File: src/rtl/core/ofwm_div.sv
// ----------------------------------------------------------------------------
// ofwm_div
// pipelined restoring divider, one quotient bit per stage, with sideband
// ----------------------------------------------------------------------------
module ofwm_div #(
  parameter int NW = 31,
  parameter int DW = 15,
  parameter int QW = 15,
  parameter int TW = 1
) (
  input  logic          clk,
  input  logic          en,
  input  logic [NW-1:0] in_num,
  input  logic [DW-1:0] in_den,
  input  logic [TW-1:0] in_tag,
  output logic [QW-1:0] out_quo,
  output logic [TW-1:0] out_tag
);

  localparam int SW = NW + DW;

  logic [NW-1:0] rem_r [QW];
  logic [DW-1:0] den_r [QW];
  logic [QW-1:0] quo_r [QW];
  logic [TW-1:0] tag_r [QW];

  for (genvar k = 0; k < QW; k++) begin : g_stage
    logic [NW-1:0] rem_in;
    logic [DW-1:0] den_in;
    logic [QW-1:0] quo_in;
    logic [TW-1:0] tag_in;
    logic [SW-1:0] dsh;
    logic          ge;

    if (k == 0) begin : g_first
      assign rem_in = in_num;
      assign den_in = in_den;
      assign quo_in = '0;
      assign tag_in = in_tag;
    end else begin : g_next
      assign rem_in = rem_r[k-1];
      assign den_in = den_r[k-1];
      assign quo_in = quo_r[k-1];
      assign tag_in = tag_r[k-1];
    end

    assign dsh = {{NW{1'b0}}, den_in} << (QW - 1 - k);
    assign ge  = {{DW{1'b0}}, rem_in} >= dsh;

    always_ff @(posedge clk) begin
      if (en) begin
        rem_r[k] <= ge ? (rem_in - dsh[NW-1:0]) : rem_in;
        den_r[k] <= den_in;
        quo_r[k] <= quo_in | (ge ? (QW'(1) << (QW - 1 - k)) : '0);
        tag_r[k] <= tag_in;
      end
    end
  end

  assign out_quo = quo_r[QW-1];
  assign out_tag = tag_r[QW-1];

endmodule

File: config.mk
export PLATFORM = sky130hd
export DESIGN_NAME = ofwm_div
export DESIGN_NICKNAME = d
export VERILOG_FILES = /design/src/rtl/core/ofwm_div.sv
export SDC_FILE = /design/constraint.sdc
export NUM_CORES = 1
export LEC_CHECK = 0
export BUFFER_PORTS_ARGS = -buffer_cell sky130_fd_sc_hd__buf_4
export CAP_MARGIN = 20
export CORE_UTILIZATION = 36
export DETAILED_ROUTE_END_ITERATION = 8
export PLACE_DENSITY = 0.53
export SLEW_MARGIN = 20
export SYNTH_ARGS = -nofsm -noshare
export SYNTH_HDL_FRONTEND = slang
export SYNTH_SLANG_ARGS = --single-unit
File: constraint.sdc
create_clock -name clk -period 3.05 [get_ports clk]
set_input_delay 0.4575 -clock clk [delete_from_list [all_inputs] [get_ports clk]]
set_output_delay 0.4575 -clock clk [all_outputs]
set_load 0.03 [all_outputs]
==> results of run 1 <==
final cells by class:
class / instances / area share
inverter: 284 / 0.02219
multi-input combinational: 2132 / 0.3214
timing repair buffer: 434 / 0.07579
clock inverter: 50 / 0.01065
clock buffer: 108 / 0.04773
sequential: 779 / 0.4858
tap: 1403 / 0.03645
antenna: 1 / 0.00005196
worst max-delay path, delay by kind of cell (launching register included):
family          cells  cell delay [ns]
compound gates      4             0.78
buf+inv             5             0.63
fa+ha+maj           2             0.53
flops               1             0.38
mux                 1             0.27
simple gates        2             0.22
flip-flops by register name, summed over array words and instances (netlist names):
signal / cells
quo_r: 120
rem_r: 434
den_r: 210
tag_r: 15
cell usage in the layout, fill, tap and decap left out, types with 28 or more instances in the layout:
cell type | Yosys | layout
nand2b_1 | 49 | 49
a21o_1 | 71 | 71
dlygate4sd3_1 | 0 | 30
nand2_1 | 207 | 203
buf_4 | 0 | 372
clkbuf_16 | 0 | 91
xor2_1 | 133 | 133
nand4_1 | 40 | 40
ha_1 | 225 | 215
o21ai_0 | 108 | 106
mux2_1 | 28 | 28
nor3_1 | 60 | 53
inv_1 | 275 | 271
a21oi_1 | 226 | 218
edfxtp_1 | 779 | 779
nor2b_1 | 38 | 31
nor4_1 | 51 | 37
nor2_1 | 208 | 196
nand3_1 | 60 | 56
o21a_1 | 36 | 36
o21ai_1 | 106 | 103
xnor2_1 | 137 | 137
cells by family after synthesis:
| family | after synthesis |
|---|---|
| and+or+nand+nor | 847 |
| DFF | 779 |
| AOI/OAI and AO/OA | 729 |
| buffers and inverters | 341 |
| xor gates and xnor gates | 270 |
| adders and majority gates | 239 |
| muxes | 47 |
metal layers:
layer | GRT usage | wire length [um] | vias to the layer above
met5 | 0 | 0 | -
met4 | 0.06030 | 3359 | 0
met3 | 0.02309 | 2426 | 197
met2 | 0.3089 | 47820 | 353
met1 | 0.1604 | 33320 | 12390
li1 | - | - | 13010
final timing paths:
kind	from	endpoint	slack (ns)	cells after the start
worst max-delay path	rem_r[0][193]	rem_r[0][235]	-0.01	14
worst min-delay path	in_num[16]	rem_r[0][16]	0.11	3
worst max register to register	rem_r[0][193]	rem_r[0][235]	-0.01	14
worst min register to register	quo_r[5][20]	quo_r[6][5]	0.41	0
metrics by stage:
step	setup WS, ns	area (um2)	util	std cells	hold slack, ns
CTS	0.0006111	47330	0.4391	5170	0.06413
global placement	-0.1644	44090	0.4090	4981	0.4006
finish	-0.01246	48160	0.4467	5191	0.1081
detailed placement	-0.2324	44090	0.4090	4981	0.4045
global route	-0.1212	48150	0.4467	5190	0.08045
floorplan	0.0007441	39410	-	3252	0.4003
report_power, final:
part | internal [mW] | switching (mW)
registers | 14.6 | 1.32
logic | 6.42 | 7.22
clock network | 5.98 | 4.32
repair_timing:
item,CTS,global route
pin swaps,6,48
endpoints found under the setup margin,64,135
hold buffers,30,0
hold endpoints to repair,30,0
buffers inserted,1,19
resized for setup,25,131
cloned,0,2
==> metrics.md, run 1 <==
| Metric | Value |
|---|---|
| Reg area | 0.02339 mm2 |
| DR pass1 iterations | 7 |
| Die area | 0.1108 mm2 |
| #FFs+latches synth | 779 |
| Layout Nets | 4,007 |
| Slowest stage delay, CP | 0.38 ns |
| Post-synth top area share | 0.5937 |
| Initial antenna violation count | 0 |
| Clock buffer count from CTS | 88 |
| Row Count | between 100 and 150 |
| Vias post-DR | 25.95k |
| Setup violations, final | 3 |
| HP Class | in2reg |
| Mean post-synth cell area | 12.12 um2 |
| Skew final | 0.01827 ns |
| Proportion of layout cells with a drive suffix above 1 | 0.1822 |
| Worst skew pair latency | ~0.67 ns |
| CP Max Fanout | 7 |
| Max Cap Viol | 0 |
| Initial core utilization | 0.3655 |
| Kind of critical path | reg2reg |
| Final worst slack | -0.01246 ns |
| Routability congestion estimate | 0.8790 |
| DPL Wire Length | 65.35 mm |
| DRC Markers | 0 |
| Count of final max-slew check failures | 0 |
| PwrDens | 828.5 mW/mm2 |
| I/O pin total | 65 |
| Sequential fraction of the synthesis area | 0.5937 |
| Overall power | between 30 and 40 mW |
| Most used DFF post-synth | edfxtp_1 |
| Clock period minus worst slack | 3.062 ns |
| Sink Count | 779 |
| Post-synth ARST share | 0 |
| EDFF count, synth | 779 |
| CTS H-tree depth | 3 |
| WP data arrival | 3.48 ns |
| CP max stage cell | edfxtp_1 |
| Bufs on Longest Clock Path | 3 |
| Count leader, synth | edfxtp_1 |
| Setup crit start kind | flip-flop |
| Critical path endpoint category | flip-flop |
| Filler Cells Inserted | 9,915 |
| Multi-input logic area | 0.01548 mm2 |
| Cells after Synth | 3,252 |
| Highest clock rate | 326.5 MHz |
| Slew margin rel. | 0.4651 |
| Synth Area in Adders | 0.07856 |
| Fin. Hold Viols | 0 |
| Unrepaired setup endpoints after global routing | yes |
| WP data required | around 3.5 ns |
| CP most frequent cell | buf_4 |
| Global-route wire length before repair | 137.1 mm |
| Post-synthesis xor/xnor area fraction | 0.06002 |
| Failing checks | negative setup slack |
| Synth cell count leaders | 779 x edfxtp_1, 275 x inv_1, 226 x a21oi_1, 225 x ha_1, 208 x nor2_1 |
| Worst slew pin tran | roughly 0.80 ns |
| TNS Setup | -0.03035 ns |
| Area of the core | 0.1078 mm2 |
| Outcome | finished, violations left |
| Routed length per instance | 16.75 um |
| Total grt overflow | 0 |
| Yosys warnings | 0 |
| Pin count of the biggest net entering global routing | 98 |
| Vias per inst | 4.998 |
| LEAKAGE | 18.51 nW |
| Die X | 332.8 um |
| IO buf count | 64 |
| DRT iter0 DRCs | 1,272 |
| Mux contribution to synthesized area | 0.01331 |
| Final WL | ~87 mm |
| Mapped Area | roughly 0.039 mm2 |
| CP cell instances | inv_1 -> ha_2 -> inv_2 -> fa_2 -> a211oi_2 -> buf_4 -> o21ai_2 -> a31o_2 -> a31oi_1 -> buf_4 -> or2_4 -> nand3_4 -> clkbuf_16 -> mux2_2 |
| CTS clk-pin slew, worst paths | 0.06 ns |
| Final period util | 1.004 |
| Root Driver | clkbuf_16 |
| Largest family of logic cells by synthesized area | compound AO/OA/AOI/OAI gates |
| Mapped Nets | 3,540 |
| Synth Area in Simple Gates | 0.1090 |
| VDD IR-drop max | 0.0004539 V |
| Layout area overhead | 22.22% |
| Die Y | 332.8 um |
| Cell variety after synth | 82 |
| Routed Antenna Nets | 0 |
| Synth Area in Compound Gates | 0.1128 |
| Ranking of synthesized cells by area | edfxtp_1 59%, ha_1 7.1%, xnor2_1 3.0% |
| Vias in the first global route | 26.57k |
| Area leader, netlist | edfxtp_1 |
| CTS tree | built |
| Gr usage total | 0.1553 |
No activity file was read; power rests on OpenSTA's default activity.
==> run 2, diff against run 1 <==
--- a/config.mk
+++ b/config.mk
@@ -5,6 +5,7 @@
 export SDC_FILE = /design/constraint.sdc
 export NUM_CORES = 1
 export LEC_CHECK = 0
+export ABC_AREA = 1
 export BUFFER_PORTS_ARGS = -buffer_cell sky130_fd_sc_hd__buf_4
 export CAP_MARGIN = 20
 export CORE_UTILIZATION = 36
==> run 2 against run 1 <==
Against the previous run: the run now ends clean; fmax increased by 12%; sequential share of layout area down 4.7 points; synthesized cell count grew 76%.
==> metrics.md, run 2 <==
| Metric | Value |
|---|---|
| Combinational share of power | 0.365 (+0.023) |
| CTS clk-pin slew, worst paths | 0.07 ns (about the same) |
| Fin. Hold Viols | 0 (unchanged) |
| Min-Delay Path Depth | 1 (-2) |
| Cts repair resizes | 0 (-100%) |
| Most frequent cells in the layout | 2,008 x nand2_1, 924 x inv_1, 779 x edfxtp_1 |
| WP data arrival | 3.15 ns (-0.33 ns) |
| Max Cap Viol | 0 (unchanged) |
| Post-synth ARST share | 0 (unchanged) |
| Global routing usage on met2 | 0.3214 (+0.01247) |
| Synth Area in Adders | 0.06573 (-0.01283) |
| Flop2flop setup slack | 0.31 ns (+0.33 ns) |
| Total grt overflow | 0 (unchanged) |
| Vias per inst | 4.798 (-4.0%) |
| Met1 Use GR | 0.2781 (+0.1177) |
| Post-synthesis xor/xnor area fraction | 0.02548 (-0.03454) |
| Layout area overhead | 13.19% |
| CP cell instances | inv_1 -> ha_1 -> inv_1 -> fa_1 -> nand3_1 -> nand3_1 -> nand3_1 -> nand3_2 -> nand2_1 -> inv_1 -> nor2_4 -> a21oi_1 |
| Outcome | completed |
| #FFs+latches synth | 779 (unchanged) |
| Worst skew pair latency | 0.71 ns (+0.04 ns) |
| Mean post-synth cell area | 8.249 um2 (-32%) |
| Area of the core | 0.1296 mm2 (+20%) |
| Area leader, netlist | edfxtp_1 |
| Clock Power Share | 0.266 (+0.008) |
| Largest registers | rem_r: 434 flops, den_r: 210 flops, quo_r: 120 flops |
| Initial antenna violation count | 4 (+4) |
| Cells after Synth | 5,709 (+76%) |
| Mapped Area | 0.04710 mm2 (+20%) |
| Worst reg-to-reg path cell count | 12 (-2) |
| IO buf count | 64 (unchanged) |
| Clock period minus worst slack | 2.735 ns (-0.3273 ns) |
| Die X | 363.7 um (+9.3%) |
| Setup crit start kind | flip-flop |
| Largest register FFs | 434 (unchanged) |
| Count of final max-slew check failures | 0 (unchanged) |
| EDFF count, synth | 779 (unchanged) |
| Commonest non-fill, non-tap cell in the layout | nand2_1 |
| Critical path endpoint category | flip-flop |
| CP max stage cell | fa_1 |
| I/O pin total | 65 (unchanged) |
| Min-Delay Endpoint | rem_r[0][211] |
| Setup violations, final | 0 (-3) |
| Global-route wire length before repair | 203.6 mm (+49%) |
| Routability congestion estimate | 0.9176 (+4.4%) |
| Ant diodes | 0 (-1) |
| CP Max Fanout | 18 (+11) |
| Die Y | 363.7 um (+9.3%) |
| CTS tree | built |
| Final period util | 0.8968 (-0.1073) |
| Proportion of layout cells with a drive suffix above 1 | 0.06700 (-0.1152) |
| Worst slew pin tran | 0.6253 ns (-0.1710 ns) |
| TNS Setup | 0 ns (+0.03035 ns) |
| Skew final | 0.06882 ns (+0.05056 ns) |
| NetSw | 16.95 mW (+32%) |
| Most used DFF post-synth | edfxtp_1 |
| Worst r2r dst | rem_r[0][122] |
| HP Class | in2reg |
| DR pass1 iterations | 6 (-1) |
| Met3 Resource Use GR | 0.03525 (+0.01216) |
| Mux contribution to synthesized area | 0 (-0.01331) |
| Mapped Nets | 5,997 (+69%) |
| Slew margin rel. | 0.5787 (+0.1137) |
| Layout Nets | 6,181 (+54%) |
| Unrepaired setup endpoints after global routing | no |
| R2r startpoint | rem_r[0][73] |
| DRC Markers | 0 (unchanged) |
| Routed length per instance | 17.29 um (+3.2%) |
| Flop pwr share | 0.369 (-0.031) |
| Synth Area in Compound Gates | 0.04633 (-0.06643) |
| PwrDens | 824.5 mW/mm2 (-0.49%) |
| Kind of critical path | reg2reg |
| VDD IR-drop max | 0.0004665 V (+2.8%) |
| CTS H-tree depth | 3 (unchanged) |
| Initial core utilization | 0.3633 (-0.002244) |
| Largest reg by FF count | rem_r |
| Routed Antenna Nets | 0 (unchanged) |
| Final WL | 133.3 mm (+53%) |
| Row Count | 132 (+10%) |
| Slowest stage delay, CP | 0.48 ns (+0.10 ns) |
| Switch share | 0.3858 (+0.06349) |
| Yosys warnings | 0 (unchanged) |
| Sink Count | 779 (unchanged) |
| Gr busiest metal | met2 |
| Vias in the first global route | 35.11k (+32%) |
| Pin count of the biggest net entering global routing | 90 (-8.2%) |
| Gr usage total | 0.2013 (+0.04600) |
| Internal power | 27.00 mW (-0.17%) |
| Vias post-DR | 37.00k (+43%) |
| Filler Cells Inserted | 13.15k (+33%) |
| Root Driver | clkbuf_16 |
| Largest family of logic cells by synthesized area | simple AND/OR/NAND/NOR gates |
| Synth Area in Simple Gates | 0.2817 (+0.1728) |
| Post-synth top area share | 0.4967 (-0.09699) |
| Highest clock rate | 365.6 MHz (+12%) |
| Clock buffer count from CTS | 90 (+2.3%) |
| Die area | 0.1323 mm2 (+19%) |
| Sequential fraction of the synthesis area | 0.4967 (-0.09699) |
| LEAKAGE | 24.19 nW (+31%) |
| Count leader, synth | nand2_1 |
| Bufs on Longest Clock Path | 3 (unchanged) |
| Cell variety after synth | 44 (-46%) |
| DPL Wire Length | 106.1 mm (+62%) |
| DRT iter0 DRCs | 2,978 (+130%) |
| Ranking of synthesized cells by area | edfxtp_1 50%, nand2_1 16%, inv_1 7.4% |
| WHS | 0.08658 ns (-0.02152 ns) |
| Hold_sp | en |
| Synth cell count leaders | 2,008 x nand2_1, 924 x inv_1, 779 x edfxtp_1, 511 x nor2_1, 374 x nand3_1 |
| WP data required | 3.47 ns (about the same) |
[run 2: changes by cell type in the layout (fill, tap and decap cells not counted), sizes merged, moves of 37 or more]
cell / previous run / this run
nand2: 207 / 2030
inv: 288 / 943
nor2: 209 / 538
nand3: 60 / 384
buf: 402 / 108
xnor2: 137 / 27
o21ai: 215 / 108
a21o: 71 / 4
nand2b: 49 / 2
nor4: 55 / 9
nand4: 40 / 84
mux2: 43 / 0
nor2b: 38 / 1
[run 2: worst max-delay path by stage]
stage,slack [ns],to,cells after the start,startpoint
2_1_floorplan,0.79,rem_r[0][226],13,rem_r[0][193]
3_3_place_gp,0.31,rem_r[0][122],12,rem_r[0][73]
3_5_place_dp,0.34,rem_r[0][122],12,rem_r[0][73]
4_1_cts,0.32,rem_r[0][122],12,rem_r[0][73]
5_1_grt,0.09,rem_r[0][122],12,rem_r[0][73]
6_report,0.31,rem_r[0][122],12,rem_r[0][73]
[run 2: per-stage QoR]
stage	area [um2]	util	worst slack (ns)	cells	power, mW
after floorplan	47100	-	0.7909	5709	27.33
after global placement	49810	0.3842	0.3067	7513	32.34
after detailed placement	49810	0.3842	0.3401	7513	32.35
after CTS	53310	0.4112	0.3226	7712	44.30
after global routing	53310	0.4112	0.08560	7712	47.10
final	53310	0.4112	0.3148	7712	43.95
[run 2: routing by layer]
layer  part of all wire  routed length, um
met4              0.029               3845
met5           0.000098                 13
met2               0.45              60130
met3              0.052               6997
met1               0.47              62340
[run 2: worst max-delay path, delay by kind of cell (launching register included)]
kind / cells / cell delay (ns)
AOI/OAI and AO/OA: 1 / 0.11
adders and majority gates: 2 / 0.62
buffers and inverters: 3 / 0.27
DFF: 1 / 0.41
and+or+nand+nor: 6 / 1.06
[run 2: timing repair]
action | in CTS | in global routing
hold endpoints to repair | 30 | 0
hold buffers | 30 | 0
buffers inserted | 0 | 0
[run 2: power by group through the flow]
stage	sequential (mW)	clock (mW)	combinational, mW
4_1_cts	16.3	12.0	16.0
3_5_place_dp	16.5	0	15.9
6_report	16.2	11.7	16.1
5_1_grt	16.4	12.4	18.3
2_1_floorplan	15.5	0	11.8
3_3_place_gp	16.5	0	15.9
[run 2: layout make-up]
type | count | area [um2] | area share
Multi-Input combinational cell | 3944 | 19750 | 0.3704
Clock buffer | 106 | 2312 | 0.04338
Timing Repair Buffer | 138 | 1256 | 0.02357
Clock inverter | 63 | 887.1 | 0.01664
Inverter | 940 | 3533 | 0.06628
Sequential cell | 779 | 23390 | 0.4388
Tap cell | 1742 | 2180 | 0.04089
[run 2: kinds of logic (layout without fill, tap and decap cells)]
family	after synthesis	in the layout
buffers and inverters	986	1247
AO/OA/AOI/OAI	379	379
flip-flops	779	779
XOR/XNOR	137	137
adder cells (fa/ha/maj)	239	239
AND/OR/NAND/NOR	3189	3189
